<file path="src/rtl/assert_macros.svh">
// Assertion helpers for the top-level RTL; each expects clk and rst in scope.
`ifndef ASSERT_MACROS_SVH
`define ASSERT_MACROS_SVH

// Same-cycle implication, checked outside reset.
`define ASSERT_IMPLIES(label, ante, cons) \
  label: assert property (@(posedge clk) disable iff (rst) (ante) |-> (cons)) \
    else $error("assertion failed: same-cycle implication");

// Next-cycle implication, checked outside reset.
`define ASSERT_NEXT(label, ante, cons) \
  label: assert property (@(posedge clk) disable iff (rst) (ante) |=> (cons)) \
    else $error("assertion failed: next-cycle implication");

`endif

</file>
<file path="src/rtl/mss_pkg.sv">
`default_nettype none
package mss_pkg;

  localparam int COUNT_BITS = 16;
  localparam int LIMIT_BITS = 16;
  localparam int CMP_BITS   = (COUNT_BITS > LIMIT_BITS) ? COUNT_BITS : LIMIT_BITS;

  localparam logic [7:0]  CODE_PACK   = 8'hBA;
  localparam logic [7:0]  CODE_SYSHDR = 8'hBB;
  localparam logic [7:0]  CODE_SEQHDR = 8'hB3;
  localparam logic [23:0] START_PREFIX = 24'h000001;
  localparam logic [23:0] WINDOW_RESET = 24'hFFFFFF;

  localparam logic [LIMIT_BITS-1:0] DEFAULT_LIMIT = LIMIT_BITS'(64000);

  localparam logic [1:0] TYPE_NONE   = 2'd0;
  localparam logic [1:0] TYPE_SYSTEM = 2'd1;
  localparam logic [1:0] TYPE_VIDEO  = 2'd2;

  localparam logic [0:0] REG_SCAN_LIMIT = 1'b0;

  typedef struct packed {
    logic        size_found;
    logic [11:0] frame_height;
    logic [11:0] frame_width;
    logic [1:0]  stream_type;
  } result_t;

  localparam int RESULT_BITS = $bits(result_t);

endpackage
`default_nettype wire

</file>
<file path="src/rtl/mpeg_stream_type_sniffer_top.sv">
// The per-byte scan is one registered step; each result is then registered in
// the output buffer. One byte is taken per cycle while s_axis_tready is high.
// A two-entry result buffer keeps s_axis_tready high while one result is stalled.
// Reset (rst, synchronous): clears the scan state, empties the result buffer and
// sets scan_limit to 64000.
`default_nettype none
`include "assert_macros.svh"
module mpeg_stream_type_sniffer_top (
  input  wire logic        clk,
  input  wire logic        rst,
  // byte stream in
  input  wire logic        s_axis_tvalid,
  output logic             s_axis_tready,
  input  wire logic [7:0]  s_axis_tdata,   // [7:0] data_byte
  input  wire logic        s_axis_tlast,   // last_byte
  // result out
  output logic             m_axis_tvalid,
  input  wire logic        m_axis_tready,
  output logic [31:0]      m_axis_tdata,   // [1:0] stream_type, [13:2] frame_width,
                                           // [25:14] frame_height, [26] size_found
  // configuration
  input  wire logic        psel,
  input  wire logic        penable,
  input  wire logic        pwrite,
  input  wire logic [2:0]  paddr,
  input  wire logic [31:0] pwdata,
  output logic [31:0]      prdata,
  output logic             pready
);

  logic [mss_pkg::LIMIT_BITS-1:0] scan_limit;
  logic                           byte_fire;
  logic                           res_valid;
  mss_pkg::result_t               res;
  mss_pkg::result_t               out_res;
  logic                           decided;
  logic                           reg_sel;

  // Register file: one register, word index in paddr[2].
  assign pready  = 1'b1;
  assign reg_sel = (paddr[2:2] == mss_pkg::REG_SCAN_LIMIT);

  always_ff @(posedge clk) begin
    if (rst) begin
      scan_limit <= mss_pkg::DEFAULT_LIMIT;
    end else if (psel && penable && pwrite && reg_sel) begin
      scan_limit <= pwdata[mss_pkg::LIMIT_BITS-1:0];
    end
  end

  assign prdata = reg_sel ? {{(32 - mss_pkg::LIMIT_BITS){1'b0}}, scan_limit} : 32'd0;

  // Scan each accepted byte; a result is produced in the same cycle and
  // registered in the output buffer.
  assign byte_fire = s_axis_tvalid && s_axis_tready;

  mss_core u_core (
    .clk        (clk),
    .rst        (rst),
    .byte_valid (byte_fire),
    .data_byte  (s_axis_tdata),
    .last_byte  (s_axis_tlast),
    .scan_limit (scan_limit),
    .res_valid  (res_valid),
    .res        (res),
    .decided    (decided)
  );

  // Hold results until the sink takes the transfer; the spare slot absorbs
  // one result while the output is stalled.
  mss_out_buf u_out_buf (
    .clk       (clk),
    .rst       (rst),
    .in_valid  (res_valid),
    .in_data   (res),
    .in_ready  (s_axis_tready),
    .out_valid (m_axis_tvalid),
    .out_data  (out_res),
    .out_ready (m_axis_tready)
  );

  assign m_axis_tdata = {{(32 - mss_pkg::RESULT_BITS){1'b0}}, out_res};

  // The spare slot only fills behind a full output register.
  `ASSERT_IMPLIES(a_stall_needs_output, !s_axis_tready, m_axis_tvalid)
  // The last byte of a stream always leaves the scanner ready for a new one.
  `ASSERT_NEXT(a_last_clears, byte_fire && s_axis_tlast, !decided)
  // A result ends the scan of its stream until the last byte.
  `ASSERT_NEXT(a_result_decides, res_valid && !s_axis_tlast, decided)

endmodule
`default_nettype wire

</file>
<file path="src/rtl/mss_core.sv">
`default_nettype none
module mss_core (
  input  wire logic                           clk,
  input  wire logic                           rst,
  input  wire logic                           byte_valid,
  input  wire logic [7:0]                     data_byte,
  input  wire logic                           last_byte,
  input  wire logic [mss_pkg::LIMIT_BITS-1:0] scan_limit,
  output logic                                res_valid,
  output mss_pkg::result_t                    res,
  output logic                                decided
);

  logic [23:0]                     window, window_next;
  logic [1:0]                      hdr_left, hdr_left_next;
  logic [15:0]                     accum, accum_next;
  logic                            system_seen, system_seen_next;
  logic                            video_seen, video_seen_next;
  logic                            other_seen, other_seen_next;
  logic [mss_pkg::COUNT_BITS-1:0]  count, count_next;
  logic                            decided_next;
  logic                            size_valid, size_valid_next;
  logic [23:0]                     size_bits, size_bits_next;
  logic [23:0]                     hdr_word;
  logic                            limit_hit;
  logic [1:0]                      dec_type;

  assign hdr_word  = {accum, data_byte};

  always_comb begin
    window_next      = window;
    hdr_left_next    = hdr_left;
    accum_next       = accum;
    system_seen_next = system_seen;
    video_seen_next  = video_seen;
    other_seen_next  = other_seen;
    count_next       = count;
    decided_next     = decided;
    size_valid_next  = size_valid;
    size_bits_next   = size_bits;
    limit_hit        = 1'b0;
    dec_type         = mss_pkg::TYPE_NONE;
    res_valid        = 1'b0;
    res.stream_type  = mss_pkg::TYPE_NONE;

    if (byte_valid && !decided) begin
      if (hdr_left != 2'd0) begin
        // sequence header byte: width then height, 12 bits each
        accum_next    = hdr_word[15:0];
        hdr_left_next = hdr_left - 2'd1;
        if (hdr_left == 2'd1) begin
          size_valid_next = 1'b1;
          size_bits_next  = hdr_word;
          if (system_seen) begin
            res_valid       = 1'b1;
            res.stream_type = mss_pkg::TYPE_SYSTEM;
            decided_next    = 1'b1;
          end
        end
      end else if (window == mss_pkg::START_PREFIX) begin
        if (data_byte == mss_pkg::CODE_PACK || data_byte == mss_pkg::CODE_SYSHDR) begin
          system_seen_next = 1'b1;
        end else if (data_byte == mss_pkg::CODE_SEQHDR) begin
          video_seen_next = 1'b1;
          other_seen_next = 1'b1;
          hdr_left_next   = 2'd3;
          accum_next      = '0;
        end else begin
          other_seen_next = 1'b1;
        end
      end
      window_next = {window[15:0], data_byte};
      if (count != '1) begin
        count_next = count + 1'b1;
      end
      // decide on the flags and count as updated by this byte
      limit_hit = mss_pkg::CMP_BITS'(count_next) >= mss_pkg::CMP_BITS'(scan_limit);
      priority if (system_seen_next) dec_type = mss_pkg::TYPE_SYSTEM;
      else if (video_seen_next)      dec_type = mss_pkg::TYPE_VIDEO;
      else if (other_seen_next)      dec_type = mss_pkg::TYPE_SYSTEM;
      else                           dec_type = mss_pkg::TYPE_NONE;
      if (!decided_next && (limit_hit || last_byte)) begin
        res_valid       = 1'b1;
        res.stream_type = dec_type;
        decided_next    = 1'b1;
      end
    end

    // size fields come from the latch as updated by this byte
    res.size_found   = size_valid_next;
    res.frame_width  = size_valid_next ? size_bits_next[23:12] : 12'd0;
    res.frame_height = size_valid_next ? size_bits_next[11:0] : 12'd0;

    if (byte_valid && last_byte) begin
      window_next      = mss_pkg::WINDOW_RESET;
      hdr_left_next    = 2'd0;
      accum_next       = '0;
      system_seen_next = 1'b0;
      video_seen_next  = 1'b0;
      other_seen_next  = 1'b0;
      count_next       = '0;
      decided_next     = 1'b0;
      size_valid_next  = 1'b0;
      size_bits_next   = '0;
    end
  end

  always_ff @(posedge clk) begin
    if (rst) begin
      window      <= mss_pkg::WINDOW_RESET;
      hdr_left    <= 2'd0;
      accum       <= '0;
      system_seen <= 1'b0;
      video_seen  <= 1'b0;
      other_seen  <= 1'b0;
      count       <= '0;
      decided     <= 1'b0;
      size_valid  <= 1'b0;
      size_bits   <= '0;
    end else begin
      window      <= window_next;
      hdr_left    <= hdr_left_next;
      accum       <= accum_next;
      system_seen <= system_seen_next;
      video_seen  <= video_seen_next;
      other_seen  <= other_seen_next;
      count       <= count_next;
      decided     <= decided_next;
      size_valid  <= size_valid_next;
      size_bits   <= size_bits_next;
    end
  end

endmodule
`default_nettype wire

</file>
<file path="src/rtl/mss_out_buf.sv">
`default_nettype none
module mss_out_buf (
  input  wire logic             clk,
  input  wire logic             rst,
  input  wire logic             in_valid,
  input  mss_pkg::result_t      in_data,
  output logic                  in_ready,
  output logic                  out_valid,
  output mss_pkg::result_t      out_data,
  input  wire logic             out_ready
);

  logic             skid_valid;
  mss_pkg::result_t skid_data;
  logic             drain;

  assign in_ready = !skid_valid;
  assign drain    = out_valid && out_ready;

  always_ff @(posedge clk) begin
    if (rst) begin
      out_valid  <= 1'b0;
      skid_valid <= 1'b0;
    end else if (skid_valid) begin
      if (drain) begin
        skid_valid <= 1'b0;
      end
    end else if (in_valid) begin
      if (out_valid && !drain) begin
        skid_valid <= 1'b1;
      end else begin
        out_valid <= 1'b1;
      end
    end else if (drain) begin
      out_valid <= 1'b0;
    end
  end

  always_ff @(posedge clk) begin
    if (skid_valid) begin
      if (drain) begin
        out_data <= skid_data;
      end
    end else if (in_valid) begin
      if (out_valid && !drain) begin
        skid_data <= in_data;
      end else begin
        out_data <= in_data;
      end
    end
  end

endmodule
`default_nettype wire
</file>
<file path="config.mk">
export PLATFORM = sky130hd
export DESIGN_NAME = mpeg_stream_type_sniffer_top
export DESIGN_NICKNAME = d
export VERILOG_FILES = /design/src/rtl/mss_pkg.sv /design/src/rtl/mpeg_stream_type_sniffer_top.sv /design/src/rtl/mss_core.sv /design/src/rtl/mss_out_buf.sv
export VERILOG_INCLUDE_DIRS = /design/src /design/src/rtl
export SDC_FILE = /design/constraint.sdc
export NUM_CORES = 1
export LEC_CHECK = 0
export ABC_AREA = 1
export ABC_CLOCK_PERIOD_IN_PS = 3700
export BUFFER_PORTS_ARGS = -buffer_cell sky130_fd_sc_hd__buf_2
export CORE_AREA = 2 2 104 146
export CTS_CLUSTER_SIZE = 24
export DETAILED_ROUTE_END_ITERATION = 10
export DIE_AREA = 0 0 106 148
export PLACE_DENSITY = 0.75
export SYNTH_ARGS = -nofsm -noshare
export SYNTH_HDL_FRONTEND = slang
export SYNTH_SLANG_ARGS = --single-unit
</file>
<file path="constraint.sdc">
create_clock -name clk -period 3.7 [get_ports clk]
set_clock_uncertainty 0.1 [all_clocks]
set_input_delay 0.74 -clock clk [delete_from_list [all_inputs] [get_ports clk]]
set_output_delay 0.74 -clock clk [all_outputs]
set_load 0.005 [all_outputs]
</file>
==> metrics, run 1 <==
FF-to-FF setup slack 0.45 ns; Overflow after GRT 0; Area after DPL 7670 um2; Least-Margin Pin Slew 0.6396 ns; Fin Setup TNS 0 ns; worst r2r src u_core.count[0]; Ys Warns 0; metal3 WL 435 um; CTS H-tree lvls 4; share of layout cells above drive strength 1 13.86%; min-delay worst type reg -> reg; DRC 0; FF-to-FF End u_out_buf.skid_data[21]; Placement Setup Slack 0.3923 ns; Area Overhead vs Synth 14.24%; TritonCTS clock tree yes; final setup violation count 0; WL met2 7764 um; data required time at the worst endpoint 3.70 ns; die area 15690 um2; clk root buf clkbuf_16; Critical Path Sink Type flop; total track usage 18.79%; count leader, synth nand2_1; critical path arrival 3.25 ns; initial antenna violation count 0; Hold Crit Depth 2; Chip Height 148 um; I/O pins 118; area of the core 14380 um2; TritonCTS Sinks 159; # rows 52; Reg2Reg Depth 18; CP max FO 27; Post-synth top cells nand2_1 (231), dfxtp_1 (105), nor2_1 (105); Metal-1 WL 5735 um; unrepaired setup endpoints after global routing false; setup repair bufs after CTS 0; Routed Antenna Nets 0; Num CTS Buffers 17; global-route wire length before repair 23970 um; static leakage 3.830 nW; final wirelength 14370 um; WHS Endpoint u_core.accum[13]; Final period util 87.85%; Syn Inst Count 888; fraction of registers with async set/reset 0%; Syn Area/Cell 8.126 um2; Final Max Slew Viols 0; startpoint of the worst hold path u_core.accum[13]; vias per cell 4.965; Worst-path clk slew 0.06 ns; cts-stage hold buffer count 0; DP HPWL 9943 um; routability congestion estimate 0.9004; Tmin final 3.250 ns; Final Hold Viols 0; Die Span X 106 um; number of global-route vias before repair 5320; Detailed Routing Iterations Pass 1 4; Worst-Skew Late Latency 0.42 ns; CP Class reg -> reg; number of DRC markers in iteration 0 230; antenna diode count 0; Worst Setup Start Kind flop; nets@finish 1024; Area contributors post-synth dfxtp_1 (29%), edfxtp_1 (22%), nand2_1 (12%); clock buffer depth 2; Post-synth EDFFs 54; mapped cell area 7216 um2; share of the synthesized area in the top cell type 29.13%; uppermost layer routed met4; worst hold margin 0.3663 ns; max capacitance violation total 0; top_reg_cell synth dfxtp_1; Cell variety after synth 34; run status finished clean; pin count of the biggest net entering global routing 60; pwr dens 462.2 nW/um2; finished layout cell area 8243 um2; Synth area leader dfxtp_1; Layout Utilization 57.33%; Initial Utilization 50.18%; FF+latch count, synth 159; Max Fclk 0.3077 GHz; peak supply drop 0.2986 mV; setup slack after layout 0.4497 ns; sequential-to-total area share from yosys stat 51.60%; Slew headroom 57.36%; cts repair resizes 0; Vias 5739; I/O Buffers 77; WL per Instance 12.43 um
-- sequential cells by signal, summed over array words and instances (netlist names), 2 cells and up --
| register | cells |
|---|---|
| u_core.hdr_left | 2 |
| u_out_buf.skid_data | 27 |
| u_core.accum | 16 |
| u_core.window | 24 |
| scan_limit | 16 |
| u_out_buf.out_data | 27 |
| u_core.count | 16 |
| u_core.size_bits | 24 |
-- critical path, stage by stage (launching register included) --
cell	delay (ns)
dfxtp_1	0.38
ha_1	0.23
nand2_1	0.08
nor2_2	0.17
nand3_1	0.14
nor2_2	0.18
inv_1	0.20
nand2_1	0.16
ha_1	0.15
nand2_1	0.06
nor2_1	0.12
and2_1	0.14
nor2_1	0.04
nand2_1	0.07
nand2_1	0.08
nand3_1	0.08
nand2_1	0.14
nor2_2	0.13
buf_6	0.26
-- metal layers --
layer / vias up / track usage [%]
met3: 39 / 3.571
met1: 2650 / 20.57
met4: 0 / 8.684
li1: 2933 / -
met5: - / 0
met2: 117 / 34.71
-- per-stage QoR --
step / std cells / total power, mW
2_1_floorplan: 908 / 2.110
6_report: 1156 / 3.810
5_1_grt: 1156 / 3.954
3_3_place_gp: 1124 / 2.177
4_1_cts: 1156 / 3.835
3_5_place_dp: 1124 / 2.184
-- cells by family (layout without fill, tap and decap cells) --
logic type	count (synthesis)	count (layout)	synth area share [%]
adders and majority gates	19	19	3.295
DFF	159	159	51.60
muxes	16	16	2.219
AOI/OAI and AO/OA	129	129	9.676
buffers and inverters	158	217	9.866
and+or+nand+nor	397	397	22.26
xor gates and xnor gates	8	8	0.9711
other	2	22	0.1041
-- placed cells by master, fill, tap and decap left out, types with 3 or more instances in the layout --
cell,netlist,routed
inv_2,3,3
nand2_1,231,231
o21ai_0,43,43
inv_1,94,94
dfxtp_1,105,105
nand3_1,31,31
inv_6,0,3
o21bai_1,5,5
nor3_1,8,7
edfxtp_1,54,54
o211ai_1,15,15
mux2i_1,16,16
nor2_1,105,104
buf_4,22,7
ha_1,19,19
clkinv_1,2,4
clkbuf_16,0,17
a21oi_1,58,57
buf_2,11,77
clkinv_4,0,3
o21ai_1,7,6
conb_1,2,22
xor2_1,7,7
nand4_1,4,4
nor2_2,6,7
clkinvlp_4,0,5
nand3b_1,3,3
-- report_power, final --
| group | total (mW) | switching (mW) | internal, mW |
|---|---|---|---|
| Clock | 1.66 | 0.730 | 0.933 |
| Combinational | 0.269 | 0.174 | 0.0948 |
| Sequential | 1.88 | 0.0276 | 1.85 |
-- worst max path at each step --
stage | start | end | slack [ns]
4_1_cts | u_core.count[0] | u_out_buf.skid_data[21] | 0.37
5_1_grt | u_core.count[0] | u_out_buf.out_data[21] | 0.05
2_1_floorplan | u_core.count[0] | u_out_buf.out_data[0] | 0.26
3_3_place_gp | u_core.count[0] | u_out_buf.skid_data[19] | 0.46
3_5_place_dp | u_core.count[0] | u_out_buf.skid_data[19] | 0.39
6_report | u_core.count[0] | u_out_buf.skid_data[21] | 0.45
-- area by class of cell --
cell class | count | area, um2
multi-input cells | 591 | 2878
clock inverters | 15 | 138.9
repair buffers | 86 | 469.2
well taps | 189 | 236.5
clock buffers | 17 | 425.4
flip-flops and latches | 159 | 3724
fillers | 1318 | 6136
inverters | 99 | 371.6
No activity file was read; power rests on OpenSTA's default activity.
==> inputs of run 2 (changes only) <==
CORE_AREA = 2 2 117 164   (was 2 2 104 146)
DIE_AREA = 0 0 119 166   (was 0 0 106 148)
MAX_ROUTING_LAYER = met4   (was not set)
PLACE_DENSITY = not set   (was 0.75)
SETUP_SLACK_MARGIN = 0.02   (was not set)
==> run 2 against run 1 <==
Compared with the run above:
- sequential share of layout area down 0.83 points
- non-clock buffer count unchanged
- fmax is 0.35% higher
- sequential power barely moved
- register-to-register slack barely moved
- worst hold slack got worse by 0.00080 ns
- combinational power about the same
- global-route usage is 2.9 points lower
- flip-flop and latch count did not move
- highest routed layer unchanged
==> metrics, run 2 (synthesized netlist as in run 1, its figures left out) <==
run status finished clean; Area Overhead vs Synth 16.39%; Max Fclk 0.3087 GHz; Fin Setup TNS 0 ns; I/O Buffers 77; Tmin final 3.239 ns; routability congestion estimate 0.8157; Critical Path Sink Type flop; WL per Instance 12.26 um; Final Hold Viols 0; # rows 59; startpoint of the worst hold path u_core.accum[15]; peak supply drop 0.1889 mV; Slew headroom 56.80%; final wirelength 14840 um; DP HPWL 10450 um; final setup violation count 0; static leakage 3.875 nW; Initial Utilization 39.26%; sequential power share 46.3%; CP max FO 27; TritonCTS Sinks 159; TritonCTS clock tree yes; combinational share of power 6.6%; internal power 3.142 mW; Chip Height 166 um; CTS H-tree lvls 4; Clock power frac 47.1%; nets@finish 1024; critical path arrival 3.27 ns; Hold Crit Depth 2; share of layout cells above drive strength 1 13.75%; unrepaired setup endpoints after global routing false; Overflow after GRT 0; Largest regs u_out_buf.out_data (27), u_out_buf.skid_data (27); vias per cell 4.634; pin count of the biggest net entering global routing 60; clock buffer depth 2; most frequent cells in the layout nand2_1 (231), dfxtp_1 (105), nor2_1 (104); worst hold margin 0.3655 ns; Vias 5612; worst r2r src u_core.count[1]; Worst-path clk slew 0.06 ns; Least-Margin Pin Slew 0.6481 ns; Final period util 87.54%; net switching power 0.9141 mW; Worst-Skew Late Latency 0.42 ns; total power 4.056 mW; Reg2Reg Depth 18; I/O pins 118; Routed Antenna Nets 0; WHS Endpoint u_core.accum[15]; die area 19750 um2; Sw Ratio 22.54%; Detailed Routing Iterations Pass 1 4; clk root buf clkbuf_16; Worst Setup Start Kind flop; min-delay worst type reg -> reg; initial antenna violation count 0; number of global-route vias before repair 5306; DRC 0; total track usage 15.88%; number of DRC markers in iteration 0 309; CP Class reg -> reg; data required time at the worst endpoint 3.73 ns; FF-to-FF End u_out_buf.out_data[19]; global-route wire length before repair 24770 um; max capacitance violation total 0; pwr dens 483.0 nW/um2; area of the core 18380 um2; Num CTS Buffers 17; antenna diode count 0; Die Span X 119 um; Final Max Slew Viols 0; FF-to-FF setup slack 0.46 ns; commonest non-fill, non-tap cell in the layout nand2_1
==> run 2: worst max-delay path by stage <==
stage | startpoint | endpoint | slack [ns]
floorplan | u_core.count[0] | u_out_buf.out_data[0] | 0.26
global placement | u_core.count[0] | u_out_buf.out_data[19] | 0.46
detailed placement | u_core.count[1] | u_out_buf.out_data[19] | 0.42
CTS | u_core.count[1] | u_out_buf.out_data[19] | 0.42
global route | u_core.count[1] | u_out_buf.out_data[20] | 0.09
finish | u_core.count[1] | u_out_buf.out_data[19] | 0.46
==> run 2: repair_timing <==
action                     4_1_cts  5_1_grt
buffers inserted                 0        0
resized for setup                0        1
hold buffers                     0        0
setup endpoints to repair        0       27
hold endpoints to repair         0        0
==> run 2: worst max-delay path: stages (launching register included) <==
cell and delay, ns:
dfxtp_1 0.37, ha_1 0.22, nand2_1 0.08, nor2_2 0.17, nand3_1 0.14, nor2_2 0.18, inv_1 0.20, nand2_1 0.17
ha_1 0.15, nand2_1 0.06, nor2_1 0.12, and2_1 0.14, nor2_1 0.04, nand2_1 0.07, nand2_1 0.08, nand3_1 0.08
nand2_1 0.14, a21oi_2 0.21, buf_12 0.20
==> run 2: stage by stage <==
stage | worst slack, ns | instance area [um2] | utilization (%) | std cells
2_1_floorplan | 0.2564 | 7297 | - | 908
3_3_place_gp | 0.4561 | 7751 | 42.17 | 1179
3_5_place_dp | 0.4230 | 7751 | 42.17 | 1179
4_1_cts | 0.4159 | 8392 | 45.65 | 1211
5_1_grt | 0.09229 | 8398 | 45.69 | 1211
6_report | 0.4610 | 8398 | 45.69 | 1211
==> run 2: per-layer routing <==
metal,part of all wire (%),up-vias,track usage [%]
li1,-,2932,-
met1,42,2601,16.80
met2,54,62,29.16
met3,2.1,17,3.125
met4,1.6,0,5.435
met5,0,-,-
==> run 2: final cells by class <==
cell class	instances	area, um2
well taps	244	305.3
inverters	99	371.6
fillers	1837	9983
clock inverters	14	211.5
multi-input cells	591	2879
repair buffers	86	478.0
flip-flops and latches	159	3724
clock buffers	18	429.2
==> run 2: power by group through the flow <==
stage          registers [mW]  clock network (mW)  logic (mW)
4_1_cts                  1.88                1.95       0.273
2_1_floorplan            1.91                   0       0.197
3_5_place_dp             1.92                   0       0.272
3_3_place_gp             1.92                   0       0.268
5_1_grt                  1.88                2.01       0.311
6_report                 1.88                1.91       0.268
